--- src/design/brc_pkg.sv ---
// Package for the byte recurrence checksum: transaction field widths,
// recurrence constants and the modulus. No dependencies.
`default_nettype none

package brc_pkg;

    localparam int unsigned BYTE_W = 8;
    localparam int unsigned SUM_W  = 16;
    localparam int unsigned POS_W  = 8;

    // Offset added to the opening byte of a message
    localparam logic [SUM_W-1:0] FIRST_OFFSET = 16'd7;
    // Recurrence modulus, 2^16 - 1
    localparam logic [SUM_W-1:0] MODULUS      = 16'hFFFF;
    // Start values of the older and newer recurrence terms
    localparam logic [SUM_W-1:0] PREV_START   = 16'd1;
    localparam logic [SUM_W-1:0] CUR_START    = 16'd0;

    typedef logic [BYTE_W-1:0] t_byte;
    typedef logic [SUM_W-1:0]  t_sum;
    typedef logic [POS_W-1:0]  t_pos;

endpackage : brc_pkg

`default_nettype wire

--- src/design/brc_if.sv ---
// Valid/ready channel interfaces for the byte recurrence checksum.
// Depends on brc_pkg.
`default_nettype none

interface brc_byte_if;
    logic           valid;
    logic           ready;
    brc_pkg::t_byte data_byte;
    logic           last_byte;

    modport source (output valid, output data_byte, output last_byte, input ready);
    modport sink   (input valid, input data_byte, input last_byte, output ready);
endinterface : brc_byte_if

interface brc_sum_if;
    logic          valid;
    logic          ready;
    brc_pkg::t_sum checksum;

    modport source (output valid, output checksum, input ready);
    modport sink   (input valid, input checksum, output ready);
endinterface : brc_sum_if

`default_nettype wire

--- src/design/brc_step.sv ---
// One step of the second-order recurrence modulo 65535: coefficients from the
// position, two small products, folded reduction. Depends on brc_pkg.
`default_nettype none

module brc_step (
    input  wire brc_pkg::t_byte i_byte,
    input  wire brc_pkg::t_pos  i_pos,
    input  wire brc_pkg::t_sum  i_cur,
    input  wire brc_pkg::t_sum  i_prev,
    output brc_pkg::t_sum       o_next
);

    // Reduce a value below 2^25 modulo 2^16 - 1: fold high half onto low half
    function automatic brc_pkg::t_sum fold_mod(input logic [24:0] v);
        logic [16:0] s;
        begin
            s = {1'b0, v[15:0]} + {8'd0, v[24:16]};
            if (s >= {1'b0, brc_pkg::MODULUS}) begin
                fold_mod = 16'(s - {1'b0, brc_pkg::MODULUS});
            end else begin
                fold_mod = s[15:0];
            end
        end
    endfunction

    logic [7:0]  coef_a;    // 17*pos mod 256
    logic [7:0]  coef_c;    // 31*pos mod 256
    logic [8:0]  mult_x;
    logic [24:0] prod_p;
    logic [23:0] prod_q;
    logic        is_neg;
    logic [15:0] p_mod;
    logic [15:0] q_mod;
    logic [17:0] diff;

    assign coef_a = i_pos + {i_pos[3:0], 4'b0000};
    assign coef_c = {i_pos[2:0], 5'b00000} - i_pos;
    assign mult_x = {1'b0, i_byte} + {1'b0, coef_a};
    assign prod_p = 25'(mult_x) * 25'(i_cur);
    assign prod_q = 24'(coef_c) * 24'(i_prev);
    // A negative 64-bit difference wraps; 2^64 is 1 modulo 65535, so add one
    assign is_neg = prod_p < {1'b0, prod_q};
    assign p_mod  = fold_mod(prod_p);
    assign q_mod  = fold_mod({1'b0, prod_q});
    assign diff   = {2'b00, p_mod} - {2'b00, q_mod} + {17'd0, is_neg};

    always_comb begin
        if (diff[17]) begin
            o_next = 16'(diff + {2'b00, brc_pkg::MODULUS});
        end else if (diff[16:0] >= {1'b0, brc_pkg::MODULUS}) begin
            o_next = 16'(diff - {2'b00, brc_pkg::MODULUS});
        end else begin
            o_next = diff[15:0];
        end
    end

endmodule : brc_step

`default_nettype wire

--- src/design/byte_recurrence_checksum.sv ---
// Top level of the byte recurrence checksum: input register, recurrence
// state, result register. Depends on brc_pkg, brc_if and brc_step.
`default_nettype none

// Byte recurrence checksum. Feed a message one byte per transaction on i_in,
// with last_byte set on its final byte; one checksum transaction appears on
// o_out for each message, never for other bytes. The first byte of a message
// gives byte + 7; each later byte at position i (the first byte is position
// 0) computes ((byte + 17i mod 256) * cur - (31i mod 256) * prev) mod 65535,
// where a negative difference wraps as in 64-bit arithmetic. Throughput is
// one byte per clock while the input is not stalled: the recurrence loop
// (a 9x16 and an 8x16 multiply plus a mod-65535 fold) is combinational
// between the input register and the state registers. From the input register
// the checksum is loaded into the result register, provided that is free by
// then. The input side keeps accepting while a checksum waits to be taken;
// it stalls only when a last byte sits in the input register and the result
// register is full and not being taken in that cycle. After a last
// byte all state returns to its start values, so the next byte opens a new
// message. Reset is synchronous and active low; no clearing pass is needed.
module byte_recurrence_checksum (
    input  wire        i_clk,
    input  wire        i_rst_n,
    brc_byte_if.sink   i_in,
    brc_sum_if.source  o_out
);

    // Input register
    logic           r_in_valid;
    brc_pkg::t_byte r_in_byte;
    logic           r_in_last;

    // Recurrence state
    brc_pkg::t_sum  r_prev;
    brc_pkg::t_sum  r_cur;
    brc_pkg::t_pos  r_pos;
    logic           r_at_start;
    brc_pkg::t_sum  n_prev;
    brc_pkg::t_sum  n_cur;
    brc_pkg::t_pos  n_pos;
    logic           n_at_start;

    // Result register
    logic           r_out_valid;
    brc_pkg::t_sum  r_out_sum;

    logic           out_free;
    logic           advance;
    logic           in_take;
    logic           emit;
    brc_pkg::t_sum  step_next;
    brc_pkg::t_sum  item_cur;

    // Advance the held byte unless it needs the result slot and that is full
    assign out_free = !r_out_valid || o_out.ready;
    assign advance  = r_in_valid && (!r_in_last || out_free);
    assign emit     = advance && r_in_last;

    assign i_in.ready = !r_in_valid || advance;
    assign in_take    = i_in.valid && i_in.ready;

    assign o_out.valid    = r_out_valid;
    assign o_out.checksum = r_out_sum;

    brc_step u_step (
        .i_byte (r_in_byte),
        .i_pos  (r_pos),
        .i_cur  (r_cur),
        .i_prev (r_prev),
        .o_next (step_next)
    );

    // Value of the current term after this byte
    assign item_cur = r_at_start ? (16'(r_in_byte) + brc_pkg::FIRST_OFFSET) : step_next;

    always_comb begin
        n_prev     = r_prev;
        n_cur      = r_cur;
        n_pos      = r_pos;
        n_at_start = r_at_start;
        if (advance) begin
            if (r_in_last) begin
                // Return to start for the next message
                n_prev     = brc_pkg::PREV_START;
                n_cur      = brc_pkg::CUR_START;
                n_pos      = '0;
                n_at_start = 1'b1;
            end else if (r_at_start) begin
                n_prev     = brc_pkg::PREV_START;
                n_cur      = item_cur;
                n_pos      = 8'd1;
                n_at_start = 1'b0;
            end else begin
                n_prev     = r_cur;
                n_cur      = item_cur;
                n_pos      = r_pos + 8'd1;
                n_at_start = 1'b0;
            end
        end
    end

    // Control and state registers
    always_ff @(posedge i_clk) begin
        if (!i_rst_n) begin
            r_in_valid  <= 1'b0;
            r_out_valid <= 1'b0;
            r_prev      <= brc_pkg::PREV_START;
            r_cur       <= brc_pkg::CUR_START;
            r_pos       <= '0;
            r_at_start  <= 1'b1;
        end else begin
            if (in_take) begin
                r_in_valid <= 1'b1;
            end else if (advance) begin
                r_in_valid <= 1'b0;
            end
            if (emit) begin
                r_out_valid <= 1'b1;
            end else if (o_out.ready) begin
                r_out_valid <= 1'b0;
            end
            r_prev     <= n_prev;
            r_cur      <= n_cur;
            r_pos      <= n_pos;
            r_at_start <= n_at_start;
        end
    end

    // Payload registers
    always_ff @(posedge i_clk) begin
        if (in_take) begin
            r_in_byte <= i_in.data_byte;
            r_in_last <= i_in.last_byte;
        end
        if (emit) begin
            r_out_sum <= item_cur;
        end
    end

    // A last byte always leaves the block at its start state
    a_last_restarts: assert property (@(posedge i_clk) disable iff (!i_rst_n)
        emit |=> (r_at_start && r_pos == '0 && r_prev == brc_pkg::PREV_START))
        else $error("state not returned to start after last byte");

    // Position advances by one for every non-last byte
    a_pos_step: assert property (@(posedge i_clk) disable iff (!i_rst_n)
        (advance && !r_in_last) |=> (r_pos == $past(r_pos) + 8'd1))
        else $error("position did not advance");

    // A processed last byte always loads the result register
    a_emit_loads: assert property (@(posedge i_clk) disable iff (!i_rst_n)
        emit |=> r_out_valid)
        else $error("result not loaded after last byte");

    // The running term stays a proper residue
    a_cur_range: assert property (@(posedge i_clk) disable iff (!i_rst_n)
        r_cur != brc_pkg::MODULUS)
        else $error("recurrence term out of range");

endmodule : byte_recurrence_checksum

`default_nettype wire

--- src/flat_wrapper.sv ---
// flat-port wrapper written by rule: the top's interface ports become plain ports
module byte_recurrence_checksum_flat 
  (i_clk, i_rst_n, i_in_valid, i_in_data_byte, i_in_last_byte, i_in_ready, o_out_valid, o_out_checksum, o_out_ready);
  brc_byte_if i_in_i ();
  brc_sum_if o_out_i ();
  input  wire i_clk;
  input  wire i_rst_n;
  input wire logic [$bits(i_in_i.valid)-1:0] i_in_valid;
  input wire logic [$bits(i_in_i.data_byte)-1:0] i_in_data_byte;
  input wire logic [$bits(i_in_i.last_byte)-1:0] i_in_last_byte;
  output wire logic [$bits(i_in_i.ready)-1:0] i_in_ready;
  output wire logic [$bits(o_out_i.valid)-1:0] o_out_valid;
  output wire logic [$bits(o_out_i.checksum)-1:0] o_out_checksum;
  input wire logic [$bits(o_out_i.ready)-1:0] o_out_ready;
  assign i_in_i.valid = i_in_valid;
  assign i_in_i.data_byte = i_in_data_byte;
  assign i_in_i.last_byte = i_in_last_byte;
  assign i_in_ready = i_in_i.ready;
  assign o_out_valid = o_out_i.valid;
  assign o_out_checksum = o_out_i.checksum;
  assign o_out_i.ready = o_out_ready;
  byte_recurrence_checksum u_core (.i_clk(i_clk), .i_rst_n(i_rst_n), .i_in(i_in_i), .o_out(o_out_i));
endmodule
--- config.mk ---
export PLATFORM = sky130hd
export DESIGN_NAME = byte_recurrence_checksum_flat
export DESIGN_NICKNAME = d
export VERILOG_FILES = /design/src/design/brc_pkg.sv /design/src/design/brc_if.sv /design/src/design/brc_step.sv /design/src/design/byte_recurrence_checksum.sv /design/src/flat_wrapper.sv
export SDC_FILE = /design/constraint.sdc
export NUM_CORES = 1
export LEC_CHECK = 0
export ABC_CLOCK_PERIOD_IN_PS = 17150
export BUFFER_PORTS_ARGS = -buffer_cell sky130_fd_sc_hd__buf_2
export CELL_PAD_IN_SITES_DETAIL_PLACEMENT = 1
export CELL_PAD_IN_SITES_GLOBAL_PLACEMENT = 1
export CORE_MARGIN = 2
export CORE_UTILIZATION = 35
export CTS_CLUSTER_DIAMETER = 100
export DETAILED_ROUTE_END_ITERATION = 10
export GPL_ROUTABILITY_DRIVEN = 0
export PLACE_DENSITY = 0.6
export SLEW_MARGIN = 30
export SYNTH_ARGS = -nofsm -noshare
export SYNTH_HDL_FRONTEND = slang
export SYNTH_SLANG_ARGS = --single-unit
--- constraint.sdc ---
create_clock -name i_clk -period 17.15 [get_ports i_clk]
set_clock_uncertainty 0.1 [all_clocks]
set_input_delay 3.43 -clock i_clk [delete_from_list [all_inputs] [get_ports i_clk]]
set_output_delay 3.43 -clock i_clk [all_outputs]
set_load 0.005 [all_outputs]
-- After elaboration in Yosys (flattened, before gate mapping)
Index checks and enable logic that the tools add are counted.
Widths: inputs -> output; s select.
- word-level logic and storage cells: 54
- register bits: 68
- output and inout port bits: 18
- add/sub/neg operators: 13
- $lt $le $gt $ge: 4
- mux-type cells: 15
- multipliers: 2
- reductions and logical operators: 11
- operator list (cell ; count):
    $mux 16 ; 8
    $ge 17x16->1 const B ; 3
    $sub 16x16->16 const B ; 3
    $lt 25x24->1 ; 1
    $mul 9x16->25 ; 1
    $mul 8x16->24 ; 1
    $add 17x2->18 ; 1
    $add 16x8->17 ; 1
    $add 16x9->17 ; 1
    $sub 16x16->17 ; 1
    $add 16x16->16 const B ; 1
    $mux 8 ; 2
    $add 8x3->9 const B ; 1
    $add 8x8->9 ; 1
    $add 8x1->8 const B ; 1
    $add 8x8->8 ; 1
    $sub 8x8->8 ; 1
    $mux 1 ; 5
    $reduce_bool 2->1 ; 2
    $logic_and 1x1->1 ; 3
    $logic_not 1->1 ; 3
    $logic_or 1x1->1 ; 3

-- Longest topological paths before layout
Gate-level depths: netlist (run 1).
- word-level depth: 13
- depth in mapped cells: 59

-- Hierarchy
From an unflattened synthesis (run 1), not the netlist that was laid out.
- cell total of the unflattened synthesis: 1890
- area, all modules: 15816.4 um^2
- by module, submodules not included (module ; cells each ; times used ; area each (um^2)):
    brc_step ; 1621 ; 1 ; 12986.2
    byte_recurrence_checksum ; 269 ; 1 ; 2830.2

-- Least setup slack after synthesis (run 1)
No wires, ideal clock.
- path kind: reg-to-reg
- from: reg u_core.r_pos[1]
- to: reg u_core.r_cur[10]
- buffers on the path: 1
- stages on the path, launching flop included: 53
- data arrival time: 12.716 ns
- setup slack: 4.219 ns
- required time: 16.935 ns
- period minus slack after synthesis: 12.931 ns
- library setup time: 0.115 ns
- cells stage by stage: dfxtp_1 > ha_1 > a21o_1 > a21oi_1 > o21bai_1 > a21oi_1 > o21bai_1 > a21oi_1 > xnor2_1 > clkbuf_1 > nand2_1 > fa_1 > fa_1 > fa_1 > inv_1 > fa_1 > ha_1 > or3_1 > [... 17 more ...] > o31a_1 > and2_1 > a41oi_2 > xor2_1 > ha_1 > fa_1 > xnor2_1 > nand2_1 > or3_4 > xnor2_2 > a31oi_1 > or3_1 > or4_4 > a211o_1 > o21ai_1 > xor2_1 > o21ai_1 > and2_1
- cells in the longest elaborated chain, start to end: 13
- RTL lines (element ; RTL line ; RTL):
    from (decl) ; byte_recurrence_checksum.sv:35 ; brc_pkg::t_pos r_pos;
    from (signal assigned) ; byte_recurrence_checksum.sv:123 ; r_pos <= n_pos;
    $add 8x8->8 ; brc_step.sv:36 ; assign coef_a = i_pos + {i_pos[3:0], 4'b0000};
    $add 8x8->9 ; brc_step.sv:38 ; assign mult_x = {1'b0, i_byte} + {1'b0, coef_a};
    $mul 9x16->25 ; brc_step.sv:39 ; assign prod_p = 25'(mult_x) * 25'(i_cur);
    $add 16x9->17 ; brc_step.sv:17 ; s = {1'b0, v[15:0]} + {8'd0, v[24:16]};
    $sub 16x16->16 or $ge 17x16->1 (tied branches) ; brc_step.sv:19, brc_step.sv:18 ;
    $mux 16 ; brc_step.sv:18 ; if (s >= {1'b0, brc_pkg::MODULUS}) begin
    $sub 16x16->17 ; brc_step.sv:45 ; assign diff = {2'b00, p_mod} - {2'b00, q_mod} + {17'd0, is_neg};
    $add 17x2->18 (*) ; brc_step.sv:45 ;
    $sub 16x16->16 or $ge 17x16->1 (tied branches) ; brc_step.sv:51, brc_step.sv:50 ;
    $mux 16 ; brc_step.sv:50 ; end else if (diff[16:0] >= {1'b0, brc_pkg::MODULUS}) begin
    $mux 16 (*) ; brc_step.sv:48 ; if (diff[17]) begin
    $mux 16 (*) ; byte_recurrence_checksum.sv:73 ; assign item_cur = r_at_start ? (16'(r_in_byte) + brc_pkg::FIRST_OFFSET) : step_next;
    $mux 16 (*) ; byte_recurrence_checksum.sv:81 ; if (r_in_last) begin
    to (signal assigned) ; byte_recurrence_checksum.sv:107 ; r_cur <= brc_pkg::CUR_START;
    to (signal assigned) ; byte_recurrence_checksum.sv:122 ; r_cur <= n_cur;
    to (decl) ; byte_recurrence_checksum.sv:34 ; brc_pkg::t_sum r_cur;
Mark *: on every way between the ends. The rest lies on a longest branch, timed or not.
A chain may end at the register's enable or synchronous reset.

-- Worst setup path in the final report (run 1)
- from: reg u_core.r_pos[0]
- to: reg u_core.r_cur[1]
- cells in the longest elaborated chain, start to end: 13
- RTL lines (element ; RTL line ; RTL):
    $add 8x8->8 ; brc_step.sv:36 ;
    $add 8x8->9 ; brc_step.sv:38 ;
    $mul 9x16->25 ; brc_step.sv:39 ;
    $add 16x9->17 ; brc_step.sv:17 ;
    $sub 16x16->16 or $ge 17x16->1 (tied branches) ; brc_step.sv:19, brc_step.sv:18 ;
    $mux 16 ; brc_step.sv:18 ;
    $sub 16x16->17 ; brc_step.sv:45 ;
    $add 17x2->18 (*) ; brc_step.sv:45 ;
    $sub 16x16->16 or $ge 17x16->1 (tied branches) ; brc_step.sv:51, brc_step.sv:50 ;
    $mux 16 ; brc_step.sv:50 ;
    $mux 16 (*) ; brc_step.sv:48 ;
    $mux 16 (*) ; byte_recurrence_checksum.sv:73 ;
    net u_core.item_cur[1] ; byte_recurrence_checksum.sv:51 ; brc_pkg::t_sum item_cur;
    $mux 16 (*) ; byte_recurrence_checksum.sv:81 ;
The timed path passes the listed nets; every way through them passes the cells marked *.

==> results of run 1 <==
==> Yosys cell counts, drive strengths merged, types with 5 or more instances <==
cell / count / area share
nor4: 9 / 0.0039
a32oi: 5 / 0.0027
a21boi: 7 / 0.0033
o21ai: 66 / 0.021
nor2b: 16 / 0.0067
nand4: 18 / 0.0071
ha: 167 / 0.13
buf: 22 / 0.0064
xnor2: 80 / 0.044
mux2i: 8 / 0.0050
nand2: 246 / 0.058
clkbuf: 58 / 0.014
fa: 188 / 0.24
edfxtp: 25 / 0.047
nor2: 93 / 0.022
a31oi: 12 / 0.0047
inv: 272 / 0.064
o31a: 5 / 0.0027
o31ai: 12 / 0.0063
o21a: 18 / 0.0085
nand3b: 8 / 0.0038
dfxtp: 43 / 0.054
a22o: 8 / 0.0044
a21oi: 91 / 0.029
a21o: 35 / 0.016
xor2: 56 / 0.031
nor3b: 6 / 0.0028
o22ai: 5 / 0.0020
nand3: 42 / 0.013
and2: 151 / 0.059
o21bai: 14 / 0.0066
o211ai: 8 / 0.0041
nand2b: 17 / 0.0067
a211oi: 9 / 0.0045
or2: 9 / 0.0037
and3: 18 / 0.0071
nor3: 33 / 0.011
and4: 7 / 0.0038
or3: 18 / 0.0077
==> worst reg2reg max path, delay by kind of cell (launching register included) <==
family | cells | cell delay [ns]
compound gates | 21 | 5.54
mux | 2 | 0.31
simple gates | 10 | 2.74
buf+inv | 2 | 0.10
fa+ha+maj | 11 | 4.41
xor+xnor | 3 | 0.89
flops | 1 | 0.92
==> registers in the layout (all words and copies together) (netlist names) <==
| signal | flops |
|---|---|
| u_core.o_out.checksum | 16 |
| u_core.r_cur | 16 |
| u_core.r_prev | 16 |
| u_core.r_in_byte | 8 |
| u_core.r_pos | 8 |
| u_core.o_out.valid | 1 |
| u_core.r_at_start | 1 |
| u_core.r_in_last | 1 |
| u_core.r_in_valid | 1 |
==> power by group through the flow <==
stage	clock network (mW)	registers (mW)	logic, mW
finish	0.187	0.192	0.895
global route	0.198	0.193	0.989
CTS	0.192	0.191	0.900
detailed placement	0	0.195	0.896
global placement	0	0.195	0.882
floorplan	0	0.184	0.647
==> logic make-up (layout without fill, tap and decap cells) <==
group                    after synthesis  count (layout)  share of synthesized area
multiplexers                          10              10                    0.00643
AO/OA/AOI/OAI                        340             340                      0.144
buffers and inverters                353             335                     0.0842
flip-flops                            68              68                      0.101
AND/OR/NAND/NOR                      701             701                      0.222
adder cells (fa/ha/maj)              355             355                      0.367
XOR/XNOR                             136             136                     0.0751
==> worst max path at each step <==
stage,start,endpoint,cells past startpoint
after global placement,u_core.r_pos[0],u_core.r_cur[1],49
after detailed placement,u_core.r_pos[0],u_core.r_cur[1],49
after global routing,u_core.r_pos[0],u_core.r_cur[7],49
after CTS,u_core.r_pos[0],u_core.r_cur[1],49
after floorplan,u_core.r_pos[1],u_core.r_cur[10],52
final,u_core.r_pos[0],u_core.r_cur[1],49
==> cell type report <==
type	count	area, um2	area share
well taps	600	751	0.0442
inverters	273	1020	0.0603
repair buffers	46	270	0.0159
clock inverters	5	62.6	0.00368
flip-flops and latches	68	1610	0.0949
multi-input cells	1542	13000	0.767
clock buffers	11	233	0.0137
==> per-layer routing <==
metal,part of all wire,vias up,GRT usage
li1,-,6437,-
met3,0.034,58,0.0293
met1,0.45,6886,0.285
met5,0,-,0
met2,0.49,203,0.380
met4,0.020,0,0.0477
==> impl_results.md, run 1 <==
* Outcome: finished, final reports clean
* Total chip power at 1.27 mW
* CP max-delay cell: dfxtp_1
* Cell family with most CP delay: compound AO/OA/AOI/OAI gates
* Core Util, Final at 0.376
* Max_slew headroom at 0.334
* Seq/Total Area, Yosys at 0.101
* Worst Hold Slack at ~0.5 ns
* Syn Nets at roughly 2300
* Die Area at between 40000 and 50000 um2
* GRT Total Usage at 0.218
* Crit path max fanout at 23
* R2r worst-path depth at 49
* VDD IR max at about 100 uV
* Max Cap Viol at 0
* RR Endpoint: u_core.r_cur[1]
* Most frequent cells in the layout: 272 x inv_1, 246 x nand2_1, 188 x fa_1, 167 x ha_1, 150 x and2_1
* Setup Buffers After CTS at 0
* Via density per instance at 5.34
* Dpl cell area at about 17000 um2
* Reg power frac at 0.151
* Vias in the first global route at 14500
* Worst-path clk slew at about 0.06 ns
* First-pass GRT wire length at between 80 and 90 mm
* Sw power at a little under 0.7 mW
* Final-layout fill cell count at ~5500
* RSZ-0062 raised after global routing: no
* Post-route cell area at 17000 um2
* Slew @ Worst Pin at 0.999 ns
* Core area at around 45000 um2
* Synth warn at 0
* Leak at around 8.0 nW
* Worst Setup Path Type: register to register
* Final setup fails at 0
* Hold Crit Class: register to register
* Non-Filler Instances at ~2500
* Initial antenna violation count at 0
* Arr. time, crit path at between 15 and 20 ns
* Crit path top cell by count: fa_1
* CP max stage delay at 0.92 ns
* Post-synth EDFFs at 25
* 1st-iter DRT viols at 605
* # diodes at 0
* Area growth from synthesis to layout at 6.43%
* Port buffer count at 30
* Commonest non-fill, non-tap cell in the layout: inv_1
* Layout cell share with drive strength beyond 1 at 0.0514
* Power Internal at 0.602 mW
* Clock power frac at 0.147
* Final Max Tran Viols at 0
* Die width at about 220 um
* Longest Clk Path Bufs at 2
* Die H at 218 um
* Top FF cell, synth: dfxtp_1
* Post-synth ARST share at 0
* Switching Fraction at 0.528
* Vias at 13600
* Final critical-path share of the clock period at 0.882
* DRC viols at 0
* Critical path buffers and inverters at 2
* Clock Latency Late Sink at around 0.34 ns
* Smallest setup slack after layout at ~2 ns
* Hold Crit Start: u_core.r_prev[15]
* CTS Hold Bufs at 0
* Nets at 2308
* Combinational group share of total power at 0.703
* Mapped Area at ~16000 um2
* # IOs at 31
* Worst R2R Setup Slack at 2.02 ns
* F_max at 66.1 MHz
* Cell Pwr Density at roughly 75 nW/um2
* Placement Rows at about 80
* Router iterations before antenna repair at 4
* Data required time of the worst path at roughly 17 ns
* PostCTS Resize Cnt at 0
* Largest net degree at the start of global routing at 34
* Worst hold stages at 2
* Post-route minimum period at between 15 and 20 ns
* Gate Count Post-Synth at slightly below 2000
* Synth cell types at 95
* Drt wl/cell at between 15 and 20 um
* TritonCTS clock tree: done
* Syn_area_per_cell at a little over 8 um2
* TNS Setup at 0 ns
* Worst slack, placed at about 2.0 ns
* CTS H-Tree Depth at 3
* Startpoint Class: register
* Root Driver: clkbuf_16
* Hold Fails Final Rpt at 0
* CTS sink count at between 60 and 70
* Synth Register Bits at between 60 and 70
* Initial Util at 0.353
* Inserted Clock Buffers at 9
* Total Routed Length at roughly 50 mm
* Worst Hold Path EP: u_core.r_prev[15]
* Crit end category: register
* DP Wirelength at roughly 42 mm
* DRT antenna net count at 0
* Total grt overflow at 0
* DP Cell Count at around 2500
* Critical R2R Launch: u_core.r_pos[0]
Power figures use the tool's default switching activity.
==> run 2: changes to the inputs <==
ABC_CLOCK_PERIOD_IN_PS = unset   (was 17150)
CTS_BUF_LIST = sky130_fd_sc_hd__clkbuf_4 sky130_fd_sc_hd__clkbuf_8   (was unset)
SYNTH_HIERARCHICAL = 1   (was unset)
==> impl_results.md, run 2 <==
* Core area at 44400 um2 (was 45200 um2)
* GRT Total Usage at 0.213 (was 0.218)
* CP Depth at 48 (was 49)
* # IOs at 31 (unchanged)
* Hold Fails Final Rpt at 0 (unchanged)
* R2r worst-path depth at 48 (was 49)
* Die width at 217 um (was 218 um)
* DP Wirelength at 40.6 mm (was 42.1 mm)
* Longest Clk Path Bufs at 2 (unchanged)
* VDD IR max at 82.6 uV (was 104 uV)
* Cell Pwr Density at 64.0 nW/um2 (was 75.0 nW/um2)
* Top FF cell, synth: dfxtp_1 (unchanged)
* Worst hold stages at 2 (unchanged)
* Multi-input gate area in the final layout at 13000 um2 (about the same)
* Final-layout fill cell count at 5323 (was 5468)
* Crit path top cell by count: fa_1 (unchanged)
* Root Driver: clkbuf_8 (was clkbuf_16)
* Final critical-path share of the clock period at 0.850 (was 0.882)
* Worst Hold Slack at 0.483 ns (was 0.489 ns)
* Data required time of the worst path at 17.33 ns (was 17.29 ns)
* Commonest non-fill, non-tap cell in the layout: inv_1 (unchanged)
* CTS Hold Bufs at 0 (unchanged)
* Setup Buffers After CTS at 0 (unchanged)
* F_max at 68.6 MHz (was 66.1 MHz)
* # diodes at 0 (unchanged)
* Clock Latency Late Sink at 0.38 ns (was 0.34 ns)
* Vias in the first global route at 14400 (was 14500)
* Synth warn at 6 (was 0)
* Worst Hold Path EP: u_core/r_pos[6] (was u_core.r_prev[15])
* Syn_area_per_cell at 8.37 um2 (was 8.13 um2)
* Worst slack, placed at 2.69 ns (was 1.97 ns)
* TNS Setup at 0 ns (unchanged)
* Commonest cells post-synth: 275 x inv_1, 244 x nand2_1, 188 x fa_1 (was 272 x inv_1, 246 x nand2_1, 188 x fa_1)
* Layout cell share with drive strength beyond 1 at 0.0605 (was 0.0514)
* Area contributors post-synth: fa_1 24%, ha_1 13%, inv_1 6.5% (was fa_1 24%, ha_1 13%, inv_1 6.4%)
* Critical path buffers and inverters at 4 (was 2)
* 1st-iter DRT viols at 498 (was 605)
* Synth cell types at 105 (was 95)
* Worst R2R Setup Slack at 2.58 ns (was 2.02 ns)
* Cell family with most CP delay: simple AND/OR/NAND/NOR gates (was compound AO/OA/AOI/OAI gates)
* CTS H-Tree Depth at 3 (unchanged)
* PostCTS Resize Cnt at 0 (unchanged)
* Port buffer count at 30 (unchanged)
* Dpl cell area at 16600 um2 (was 16700 um2)
* Inserted Clock Buffers at 9 (unchanged)
* CP max stage delay at 0.62 ns (was 0.92 ns)
* Seq/Total Area, Yosys at 0.102 (was 0.101)
* Synth Register Bits at 68 (unchanged)
* CP max-delay cell: o41ai_4 (was dfxtp_1)
* Outcome: finished, final reports clean (unchanged)
* Final setup fails at 0 (unchanged)
* DRC viols at 0 (unchanged)
* Register area at 1610 um2 (unchanged)
* Area growth from synthesis to layout at 6.19% (was 6.43%)
* Arr. time, crit path at 14.76 ns (was 15.26 ns)
* Initial antenna violation count at 0 (unchanged)
* Max Cap Viol at 0 (unchanged)
* Post-route cell area at 16800 um2 (was 17000 um2)
* Total Routed Length at 49.0 mm (was 50.5 mm)
* RR Endpoint: u_core/r_cur[15] (was u_core.r_cur[1])
* Syn Nets at 2258 (was 2331)
* Top cell type's share of synthesized area at 0.238 (was 0.236)
* DRT antenna net count at 0 (unchanged)
* Most frequent cell after synthesis: inv_1 (unchanged)
* Gate Count Post-Synth at 1890 (was 1963)
* Drt wl/cell at 19.7 um (was 19.8 um)
* Vias at 13100 (was 13600)
* Startpoint Class: register (unchanged)
* Core Util, Final at 0.378 (was 0.376)
* Critical R2R Launch: u_core/r_pos[0] (was u_core.r_pos[0])
* Router iterations before antenna repair at 5 (was 4)
* Worst Setup Path Type: register to register (unchanged)
* Slew @ Worst Pin at 0.963 ns (was 0.999 ns)
* Hold Crit Class: register to register (unchanged)
* Final Max Tran Viols at 0 (unchanged)
* Via density per instance at 5.24 (was 5.34)
* Nets at 2265 (was 2308)
* First-pass GRT wire length at 78.8 mm (was 80.4 mm)
* Largest net degree at the start of global routing at 36 (was 34)
* Post-synth ARST share at 0 (unchanged)
* Initial Util at 0.356 (was 0.353)
* Leak at 7.95 nW (was 8.03 nW)
* Crit path max fanout at 20 (was 23)
* Total grt overflow at 0 (unchanged)
* Die Area at 46900 um2 (was 47300 um2)
* TritonCTS clock tree: done (unchanged)
* Max_slew headroom at 0.357 (was 0.334)
* Crit end category: register (unchanged)
* Smallest setup slack after layout at 2.58 ns (was 2.02 ns)
* Die H at 217 um (was 218 um)
* Post-synth EDFFs at 25 (unchanged)
* CTS sink count at 68 (unchanged)
* Mapped Area at 15800 um2 (was 16000 um2)
* Post-route minimum period at 14.57 ns (was 15.13 ns)
* Worst-path clk slew at 0.08 ns (was 0.06 ns)
* Hold Crit Start: u_core/r_pos[6] (was u_core.r_prev[15])
* Most frequent cells in the layout: 275 x inv_1, 244 x nand2_1, 188 x fa_1, 167 x ha_1, 145 x and2_1 (was 272 x inv_1, 246 x nand2_1, 188 x fa_1, 167 x ha_1, 150 x and2_1)
* Yosys top cell by area: fa_1 (unchanged)
* Placement Rows at 77 (was 78)
* RSZ-0062 raised after global routing: no (unchanged)
==> run 2: cell count changes after synthesis, moves of 7 or more <==
cell and delta:
a211oi_1 +7, a21o_1 -12, a22o_1 -8, and3b_1 +8
buf_1 -11, clkbuf_1 -33, nand3_1 -11, nor2_1 -12
nor2b_1 +17, o21ai_0 -15, or3_1 -7
==> run 2: layout make-up <==
cell class / count / share of cell area
well taps: 592 / 0.0441
clock inverters: 7 / 0.00596
clock buffers: 9 / 0.00737
repair buffers: 41 / 0.0139
multi-input cells: 1501 / 0.771
flip-flops and latches: 68 / 0.0959
inverters: 276 / 0.0617
==> run 2: cells by family after synthesis <==
kind of cell | share of synthesized area
fa+ha+maj | 0.371
mux | 0.00530
buf+inv | 0.0807
flops | 0.102
xor+xnor | 0.0769
simple gates | 0.227
compound gates | 0.138
==> run 2: worst min-delay path: stages (launching register included) <==
cell and delay [ns]:
dfxtp_1 0.37, o21ai_0 0.10, a21oi_1 0.06
==> run 2: how the worst max path moves through the flow <==
stage                     slack [ns]               end            start
final                           2.58  u_core/r_cur[15]  u_core/r_pos[0]
after global routing            1.77  u_core/r_cur[15]  u_core/r_pos[0]
after CTS                       2.63  u_core/r_cur[15]  u_core/r_pos[0]
after detailed placement        2.69  u_core/r_cur[15]  u_core/r_pos[0]
after global placement          3.00  u_core/r_cur[15]  u_core/r_pos[0]
after floorplan                 4.14  u_core/r_cur[15]  u_core/r_pos[0]
==> run 2: per-stage QoR <==
stage / power (mW) / std cells
after floorplan: 0.717 / 1890
after global placement: 0.909 / 2478
after detailed placement: 0.915 / 2478
after CTS: 1.08 / 2494
after global routing: 1.17 / 2494
final: 1.07 / 2494
==> run 2: report_power, final <==
group | total [mW] | internal (mW) | leakage (nW) | switching (mW)
combinational | 0.730 | 0.257 | 7.25 | 0.473
sequential | 0.190 | 0.176 | 0.584 | 0.0145
clock | 0.154 | 0.0827 | 0.114 | 0.0709
==> run 2: routing by layer <==
metal | vias to the layer above | global-route usage | share of wire
met2 | 161 | 0.388 | 0.50
met1 | 6620 | 0.272 | 0.45
li1 | 6244 | - | -
met4 | 0 | 0.0537 | 0.022
met3 | 53 | 0.0181 | 0.023
met5 | - | 0 | 0
